## src/design/awlm_pkg.sv

```systemverilog
// Shared types and constants for the audio window level meter.
// Used by awlm_ctrl, awlm_dp and the top level; depends on nothing.
package awlm_pkg;

    // Input item kinds
    localparam logic [2:0] KIND_SAMPLE  = 3'd0;
    localparam logic [2:0] KIND_TIMEOUT = 3'd1;
    localparam logic [2:0] KIND_ERROR   = 3'd2;
    localparam logic [2:0] KIND_ZERO    = 3'd3;
    localparam logic [2:0] KIND_TICK    = 3'd4;

    // Configuration register indexes
    localparam logic CFG_WINDOW_MS     = 1'b0;
    localparam logic CFG_RING_CAPACITY = 1'b1;

    // Result kinds
    localparam logic RES_RING   = 1'b0;
    localparam logic RES_REPORT = 1'b1;

    // Iteration counts of the shared arithmetic units
    localparam int MulWidth = 41;   // multiplier bits, magnitude of the window sum
    localparam int DivWidth = 98;   // dividend bits, variance numerator << 16
    localparam int SqrtIter = 32;
    localparam logic [6:0] MulSteps  = 7'(MulWidth);
    localparam logic [6:0] DivSteps  = 7'(DivWidth);
    localparam logic [6:0] SqrtSteps = 7'(SqrtIter);

    typedef enum logic [1:0] {
        DIV_VAR1 = 2'd0,
        DIV_VAR2 = 2'd1,
        DIV_MEAN = 2'd2,
        DIV_PEAK = 2'd3
    } t_div_src;

    typedef struct packed {
        logic     sample_load;
        logic     sample_sq;
        logic     sample_acc;
        logic     cnt_timeout;
        logic     cnt_error;
        logic     cnt_zero;
        logic     tick_load;
        logic     restart;
        logic     mul_start;
        logic     mul_sel_sq;
        logic     mul_step;
        logic     save_a;
        logic     div_start;
        t_div_src div_src;
        logic     div_step;
        logic     sqrt_start;
        logic     sqrt_step;
        logic     save_rms;
        logic     save_mean;
        logic     pk_mul;
        logic     out_ring;
        logic     out_report;
    } t_cmd;

    typedef struct packed {
        logic tick_close;
        logic win_empty;
        logic out_free;
    } t_status;

endpackage

```

## src/design/awlm_ctrl.sv

```systemverilog
// Sequencer of the level meter: takes items and steps the datapath units.
// Depends on awlm_pkg for the command and status structs.
module awlm_ctrl import awlm_pkg::*; (
    input  logic       i_clk,
    input  logic       i_rst_n,
    input  logic       i_valid,
    input  logic [2:0] i_kind,
    output logic       o_stall,
    input  t_status    i_status,
    output t_cmd       o_cmd
);

    typedef enum logic [12:0] {
        S_IDLE   = 13'b0000000000001,
        S_SQ     = 13'b0000000000010,
        S_ACC    = 13'b0000000000100,
        S_EMIT   = 13'b0000000001000,
        S_MUL_A  = 13'b0000000010000,
        S_MUL_B  = 13'b0000000100000,
        S_DIV_V1 = 13'b0000001000000,
        S_DIV_V2 = 13'b0000010000000,
        S_SQRT   = 13'b0000100000000,
        S_DIV_M  = 13'b0001000000000,
        S_PK     = 13'b0010000000000,
        S_DIV_P  = 13'b0100000000000,
        S_REPORT = 13'b1000000000000
    } t_state;

    t_state     r_state, n_state;
    logic [6:0] r_cnt, n_cnt;
    logic       cnt_zero;

    assign o_stall  = (r_state != S_IDLE);
    assign cnt_zero = (r_cnt == 7'd0);

    always_comb begin
        n_state = r_state;
        n_cnt   = r_cnt;
        o_cmd   = '0;
        case (r_state)
            S_IDLE: begin
                if (i_valid) begin
                    case (i_kind)
                        KIND_SAMPLE: begin
                            o_cmd.sample_load = 1'b1;
                            n_state = S_SQ;
                        end
                        KIND_TIMEOUT: o_cmd.cnt_timeout = 1'b1;
                        KIND_ERROR:   o_cmd.cnt_error = 1'b1;
                        KIND_ZERO:    o_cmd.cnt_zero = 1'b1;
                        KIND_TICK: begin
                            o_cmd.tick_load = 1'b1;
                            if (i_status.tick_close) begin
                                if (i_status.win_empty) begin
                                    o_cmd.restart = 1'b1;
                                end else begin
                                    o_cmd.mul_start = 1'b1;
                                    n_cnt   = MulSteps;
                                    n_state = S_MUL_A;
                                end
                            end
                        end
                        default: ;
                    endcase
                end
            end
            S_SQ: begin
                o_cmd.sample_sq = 1'b1;
                n_state = S_ACC;
            end
            S_ACC: begin
                o_cmd.sample_acc = 1'b1;
                if (i_status.out_free) begin
                    o_cmd.out_ring = 1'b1;
                    n_state = S_IDLE;
                end else begin
                    n_state = S_EMIT;
                end
            end
            S_EMIT: begin
                if (i_status.out_free) begin
                    o_cmd.out_ring = 1'b1;
                    n_state = S_IDLE;
                end
            end
            S_MUL_A: begin
                if (!cnt_zero) begin
                    o_cmd.mul_step = 1'b1;
                    n_cnt = r_cnt - 7'd1;
                end else begin
                    o_cmd.save_a     = 1'b1;
                    o_cmd.mul_start  = 1'b1;
                    o_cmd.mul_sel_sq = 1'b1;
                    n_cnt   = MulSteps;
                    n_state = S_MUL_B;
                end
            end
            S_MUL_B: begin
                if (!cnt_zero) begin
                    o_cmd.mul_step = 1'b1;
                    n_cnt = r_cnt - 7'd1;
                end else begin
                    o_cmd.div_start = 1'b1;
                    o_cmd.div_src   = DIV_VAR1;
                    n_cnt   = DivSteps;
                    n_state = S_DIV_V1;
                end
            end
            S_DIV_V1: begin
                if (!cnt_zero) begin
                    o_cmd.div_step = 1'b1;
                    n_cnt = r_cnt - 7'd1;
                end else begin
                    o_cmd.div_start = 1'b1;
                    o_cmd.div_src   = DIV_VAR2;
                    n_cnt   = DivSteps;
                    n_state = S_DIV_V2;
                end
            end
            S_DIV_V2: begin
                if (!cnt_zero) begin
                    o_cmd.div_step = 1'b1;
                    n_cnt = r_cnt - 7'd1;
                end else begin
                    o_cmd.sqrt_start = 1'b1;
                    n_cnt   = SqrtSteps;
                    n_state = S_SQRT;
                end
            end
            S_SQRT: begin
                if (!cnt_zero) begin
                    o_cmd.sqrt_step = 1'b1;
                    n_cnt = r_cnt - 7'd1;
                end else begin
                    o_cmd.save_rms  = 1'b1;
                    o_cmd.div_start = 1'b1;
                    o_cmd.div_src   = DIV_MEAN;
                    n_cnt   = DivSteps;
                    n_state = S_DIV_M;
                end
            end
            S_DIV_M: begin
                if (!cnt_zero) begin
                    o_cmd.div_step = 1'b1;
                    n_cnt = r_cnt - 7'd1;
                end else begin
                    o_cmd.save_mean = 1'b1;
                    o_cmd.pk_mul    = 1'b1;
                    n_state = S_PK;
                end
            end
            S_PK: begin
                o_cmd.div_start = 1'b1;
                o_cmd.div_src   = DIV_PEAK;
                n_cnt   = DivSteps;
                n_state = S_DIV_P;
            end
            S_DIV_P: begin
                if (!cnt_zero) begin
                    o_cmd.div_step = 1'b1;
                    n_cnt = r_cnt - 7'd1;
                end else begin
                    n_state = S_REPORT;
                end
            end
            S_REPORT: begin
                if (i_status.out_free) begin
                    o_cmd.out_report = 1'b1;
                    o_cmd.restart    = 1'b1;
                    n_state = S_IDLE;
                end
            end
            default: n_state = S_IDLE;
        endcase
    end

    always_ff @(posedge i_clk) begin
        if (!i_rst_n) begin
            r_state <= S_IDLE;
            r_cnt   <= 7'd0;
        end else begin
            r_state <= n_state;
            r_cnt   <= n_cnt;
        end
    end

endmodule

```

## config.mk

```make
export PLATFORM = sky130hd
export DESIGN_NAME = awlm_ctrl
export DESIGN_NICKNAME = d
export VERILOG_FILES = /design/src/design/awlm_pkg.sv /design/src/design/awlm_ctrl.sv
export SDC_FILE = /design/constraint.sdc
export NUM_CORES = 1
export LEC_CHECK = 0
export ABC_AREA = 1
export ABC_CLOCK_PERIOD_IN_PS = 2000
export BUFFER_PORTS_ARGS = -buffer_cell sky130_fd_sc_hd__buf_2
export CELL_PAD_IN_SITES_DETAIL_PLACEMENT = 0
export CELL_PAD_IN_SITES_GLOBAL_PLACEMENT = 1
export CORE_ASPECT_RATIO = 0.9
export CORE_UTILIZATION = 25
export CTS_CLUSTER_DIAMETER = 30
export DETAILED_ROUTE_END_ITERATION = 8
export GPL_TIMING_DRIVEN = 0
export PLACE_DENSITY_LB_ADDON = 0.12
export SLEW_MARGIN = 5
export SYNTH_ARGS = -nofsm -noshare
export SYNTH_HDL_FRONTEND = slang
export SYNTH_SLANG_ARGS = --single-unit
```

## constraint.sdc

```tcl
create_clock -name i_clk -period 2 [get_ports i_clk]
set_input_delay 0.2 -clock i_clk [delete_from_list [all_inputs] [get_ports i_clk]]
set_output_delay 0.2 -clock i_clk [all_outputs]
set_load 0.005 [all_outputs]
```

# Word-level counts from Yosys, hierarchy flattened
# Index checks and enable logic that the tools add are counted.
# Widths: inputs -> output; s select.
[word_totals]
register_bits = 20
latchBits = 0
ramBits = 0
rom_bits = 0
inputBits = 9
out_inout_bits = 24
wordCells = 104
mem_count = 0
[op_classes]
addsub = 1
n_mul = 0
div_mod_pow = 0
n_lt_le_gt_ge = 0
eq_ne = 34
shifts = 0
n_mux = 56
bitwise = 0
n_reduce_logical = 11
[ops]
columns = ["op", "n"]
rows = [
  ["$pmux 13 s12", 1],
  ["$mux 13", 11],
  ["$mux 7", 8],
  ["$pmux 7 s6", 1],
  ["$pmux 13 s2", 1],
  ["$ne 2x2->1 const B", 11],
  ["$mux 1", 20],
  ["$eq 13x1->1 const B", 1],
  ["$eq 13x10->1 const B", 1],
  ["$eq 13x11->1 const B", 1],
  ["$eq 13x12->1 const B", 1],
  ["$eq 13x13->1 const B", 1],
  ["$eq 13x2->1 const B", 1],
  ["$eq 13x3->1 const B", 1],
  ["$eq 13x4->1 const B", 1],
  ["$eq 13x5->1 const B", 1],
  ["$eq 13x6->1 const B", 1],
  ["$eq 13x7->1 const B", 1],
  ["$eq 13x8->1 const B", 1],
  ["$eq 13x9->1 const B", 1],
  ["$ne 13x1->1 const B", 1],
  ["$mux 3", 4],
  ["$pmux 3 s4", 1],
  ["$reduce_and 12->1", 1],
  ["other kinds (18)", 29],
]

# Logic depth before layout (Yosys ltp)
[logic_depth]
ltp_word = 5
mapped_depth = 14
ltp_nobuf = 13

# Worst setup path after synthesis
# No wires, ideal clock.
[synth_timing]
path_type = "reg2out"
start = "reg r_state[10]"
end = "out o_cmd[15] in the netlist's numbering"
arrival_time_ps = 1491
required_time_ps = 1800
slack_ps = 309
stages_incl_launch_ff = 11
path_buffers = 1
cell_sequence = "dfxtp_1 > nor2_4 > nand2_2 > nor2_8 > nand4_2 > buf_2 > nor2_1 > nand2_1 > nor2_2 > nand4_1 > o21ai_1"
[synth_rtl]
columns = ["element", "line_no", "rtl"]
rows = [
  ["from (decl)", "awlm_ctrl.sv:29", "t_state r_state, n_state;"],
  ["from (signal assigned)", "awlm_ctrl.sv:182", "r_state <= n_state;"],
  ["to (decl)", "awlm_ctrl.sv:10", "output t_cmd o_cmd"],
]

==> results by group <==
Floorplan
  – I/O pin cnt: 33
  – Die H: 83.0 µm
  – Rows: 29
  – Die area: 7630 µm²
  – Die width: 92.0 µm
  – Initial Utilization: 25.9%
  – Core box area: 7040 µm²

GRT
  – Gr usage total: 15.8%
  – Vias in the first global route: 1829
  – Total grt overflow: 0
  – Largest net degree at the start of global routing: 12
  – Initial antenna violation count: 0
  – First-pass GRT wire length: 9440 µm

Pwr
  – Static Leak: 1.41 nW
  – Internal: 0.00246 W
  – Sw Ratio: 53.5%
  – Power Total: 0.00530 W
  – Sequential share of power: 13.4%
  – Combinational share of power: 80.2%
  – Psw: 0.00283 W
  – Clock power share: 6.3%
  – Power Dens Cells: 2110 nW/µm²
  – Maximum vdd drop: 0.692 mV

Detailed routing
  – DR iter-0 viols: 75
  – Final wirelength: 5900 µm
  – Routed via count: 2000
  – Avg WL per Cell: 13.0 µm
  – Drc violations: 0
  – Post-route ant nets: 0
  – Vias per Instance: 4.42
  – Drt first pass iters: 4

Placement
  – Post-DP Area: 2090 µm²
  – HPWL reported at the end of detailed placement: 4360 µm
  – Placer Congestion: 0.754
  – Buffers on Ports: 31

Synth
  – Synth Warn #: 0
  – Register bit count reported by yosys: 20
  – Net count after synthesis: 316
  – Cells after synthesis: 305
  – Leading area contributor after synthesis: dfxtp_1
  – Register area share after synthesis: 22.0%
  – Synth cell types: 32
  – Synthesized area: 1820 µm²
  – Yosys top cell area share: 22.0%
  – Area contributors post-synth: dfxtp_1, nand2_1, nor2_1, inv_1, nand3_1
  – Syn Area/Cell: 5.97 µm²

STA
  – RSZ-0062 raised after global routing: true
  – Max frequency: 514 MHz
  – Worst Tran Pin Value: 0.743 ns
  – Crit share post-route: 97.3%
  – Max-slew headroom: 49.8%
  – Setup Skew: 0.00417 ns
  – Final Hold Fails: 0
  – Max-slew violations: 0
  – Final min period: 1.95 ns
  – Setup-failing EPs final: 0

Job
  – Maxcap violations: 0

Final layout
  – Final Util: 35.6%
  – Fraction of layout cells with a size suffix above 1: 36.4%
  – Final net count: 372
  – Post-route cell area: 2510 µm²
  – # diodes: 0
  – Area Growth Syn to Fin: 37.7%

Critical path
  – R2r endpoint: r_state[6]$_SDFFE_PN0P_
  – Reg2Reg Depth: 15
  – CP endpoint kind: output pin
  – Reg-to-reg slack, setup: 0.09 ns
  – CP Max Fanout: 6
  – CP Data Arrival Time: 1.75 ns
  – R2r startpoint: r_state[10]$_SDFFE_PN0P_
  – WS Path Type: flip-flop to output pin
  – Req. time, crit path: 1.80 ns
  – Setup crit start kind: flip-flop

Clock tree
  – H-Tree Depth: 1
  – Longest Clk Path Bufs: 2
  – Worst-skew pair later-pin latency: 0.27 ns
  – Clock-pin slew on the worst setup and hold paths: 0.08 ns
  – Cts hold-fix bufs: 0
  – Clk sink count: 20
  – CTS tree: built
  – Cts bufs inserted: 3
  – Root Buffer Master: clkbuf_8

Hold path
  – Worst Hold End: r_state[3]$_SDFFE_PN0P_
  – Worst hold path type: input pin to flip-flop
  – Worst Hold Depth: 4
  – Hold wc startpoint: i_status[0]

Run status
  – Status: finished clean
[worst max path at each step]
stage,from,endpoint,slack [ns],depth (start not counted)
2_1_floorplan,r_state[10]$_SDFFE_PN0P_,o_cmd[15],0.31,10
3_3_place_gp,r_state[10]$_SDFFE_PN0P_,o_cmd[15],-0.03,11
3_5_place_dp,r_state[10]$_SDFFE_PN0P_,o_cmd[15],-0.03,11
4_1_cts,r_state[11]$_SDFFE_PN0P_,o_cmd[15],-0.06,11
5_1_grt,r_state[1]$_SDFFE_PN0P_,o_cmd[15],-0.08,8
6_report,r_state[0]$_SDFFE_PN1P_,o_cmd[15],0.05,7
[repair_timing]
item	CTS	global route
cloned	0	0
pin swaps	5	18
setup buffers	8	13
resized for setup	16	42
endpoints found under the setup margin	9	26
[routing by layer]
layer / part of all wire [%] / vias to the layer above / track usage [%]
li1: - / 1057 / -
met1: 55 / 905 / 24.1
met2: 41 / 33 / 23.3
met3: 2.9 / 5 / 1.83
met4: 0.98 / 0 / 3.41
met5: 0 / - / 0
[cell usage in the layout, fill, tap and decap left out, types with 3 or more instances in the layout]
cell type,n
nand2_2,9
nand3_1,23
o21ai_1,3
dfxtp_2,10
xor2_1,4
buf_4,21
clkbuf_8,4
buf_12,3
nand2_4,9
o21ai_0,3
nand2_1,67
nor4_1,3
a21oi_1,8
nor2_1,51
nand4_1,4
nor2_4,7
nor2_2,9
dfxtp_1,9
inv_2,9
nand3_4,5
inv_1,43
buf_2,32
[stage by stage]
step / hold slack, ns / std cells / setup TNS, ns / setup slack [ns]
finish: 0.266 / 453 / 0 / 0.0544
global route: 0.297 / 453 / -0.207 / -0.0760
CTS: 0.271 / 441 / -0.0937 / -0.0556
detailed placement: 0.459 / 429 / -0.0438 / -0.0307
global placement: 0.457 / 429 / -0.0498 / -0.0304
floorplan: 0.405 / 305 / 0 / 0.309
[cells by family (layout without fill, tap and decap cells)]
kind of cell             Yosys count  in the layout  share of synthesized area, %
buffers and inverters             59            114                          13.4
AND/OR/NAND/NOR                  200            200                          55.2
flip-flops                        20             20                          22.0
AO/OA/AOI/OAI                     19             19                          5.63
XOR/XNOR                           5              5                          2.40
adder cells (fa/ha/maj)            2              2                          1.37
[registers in the layout, indices dropped and copies added, names as in the netlist]
register and count:
r_state 13, r_cnt 7
[power by group through the flow]
stage	clock, W	combinational (W)	sequential [W]
final	0.000335	0.00425	0.000712
after global routing	0.000362	0.00474	0.000728
after CTS	0.000346	0.00347	0.000694
after detailed placement	0	0.00312	0.000688
after global placement	0	0.00312	0.000687
after floorplan	0	0.00238	0.000664
[cell usage after synthesis]
cell type and n:
nand2_4 7, nor2_8 2, nand3b_1 2, buf_8 1
dfxtp_1 20, xnor2_1 1, o21ai_1 1, buf_2 3
buf_4 2, nor2_1 57, nand4_1 4, a21oi_1 10
nand3_1 24, xor2_1 4, inv_2 4, nand2_1 72
nor3_1 5, nand4_2 1, ha_1 2, inv_1 48
nor4_1 4, clkbuf_1 1, nand3_4 1, a31oi_1 1
o311ai_0 1, or2_0 1, nor2_2 6, o21ai_0 5
nor2_4 4, a211oi_1 1, nand2_2 7, nand3_2 3
[worst max-delay path, stage by stage (launching register included)]
cell	delay (ns)
dfxtp_2	0.36
nor2_4	0.16
nand2_4	0.12
nor2_8	0.17
nand4_1	0.24
buf_4	0.22
o21ai_1	0.09
buf_2	0.12
[final cells by class]
cell class,count,area (µm²)
Fill cell,814,4530
Multi-Input combinational cell,226,1330
Sequential cell,20,417
Timing Repair Buffer,52,345
Inverter,52,195
Tap cell,93,116
Clock buffer,4,55.1
Buffer,6,51.3
No activity file was read; power rests on OpenSTA's default activity.
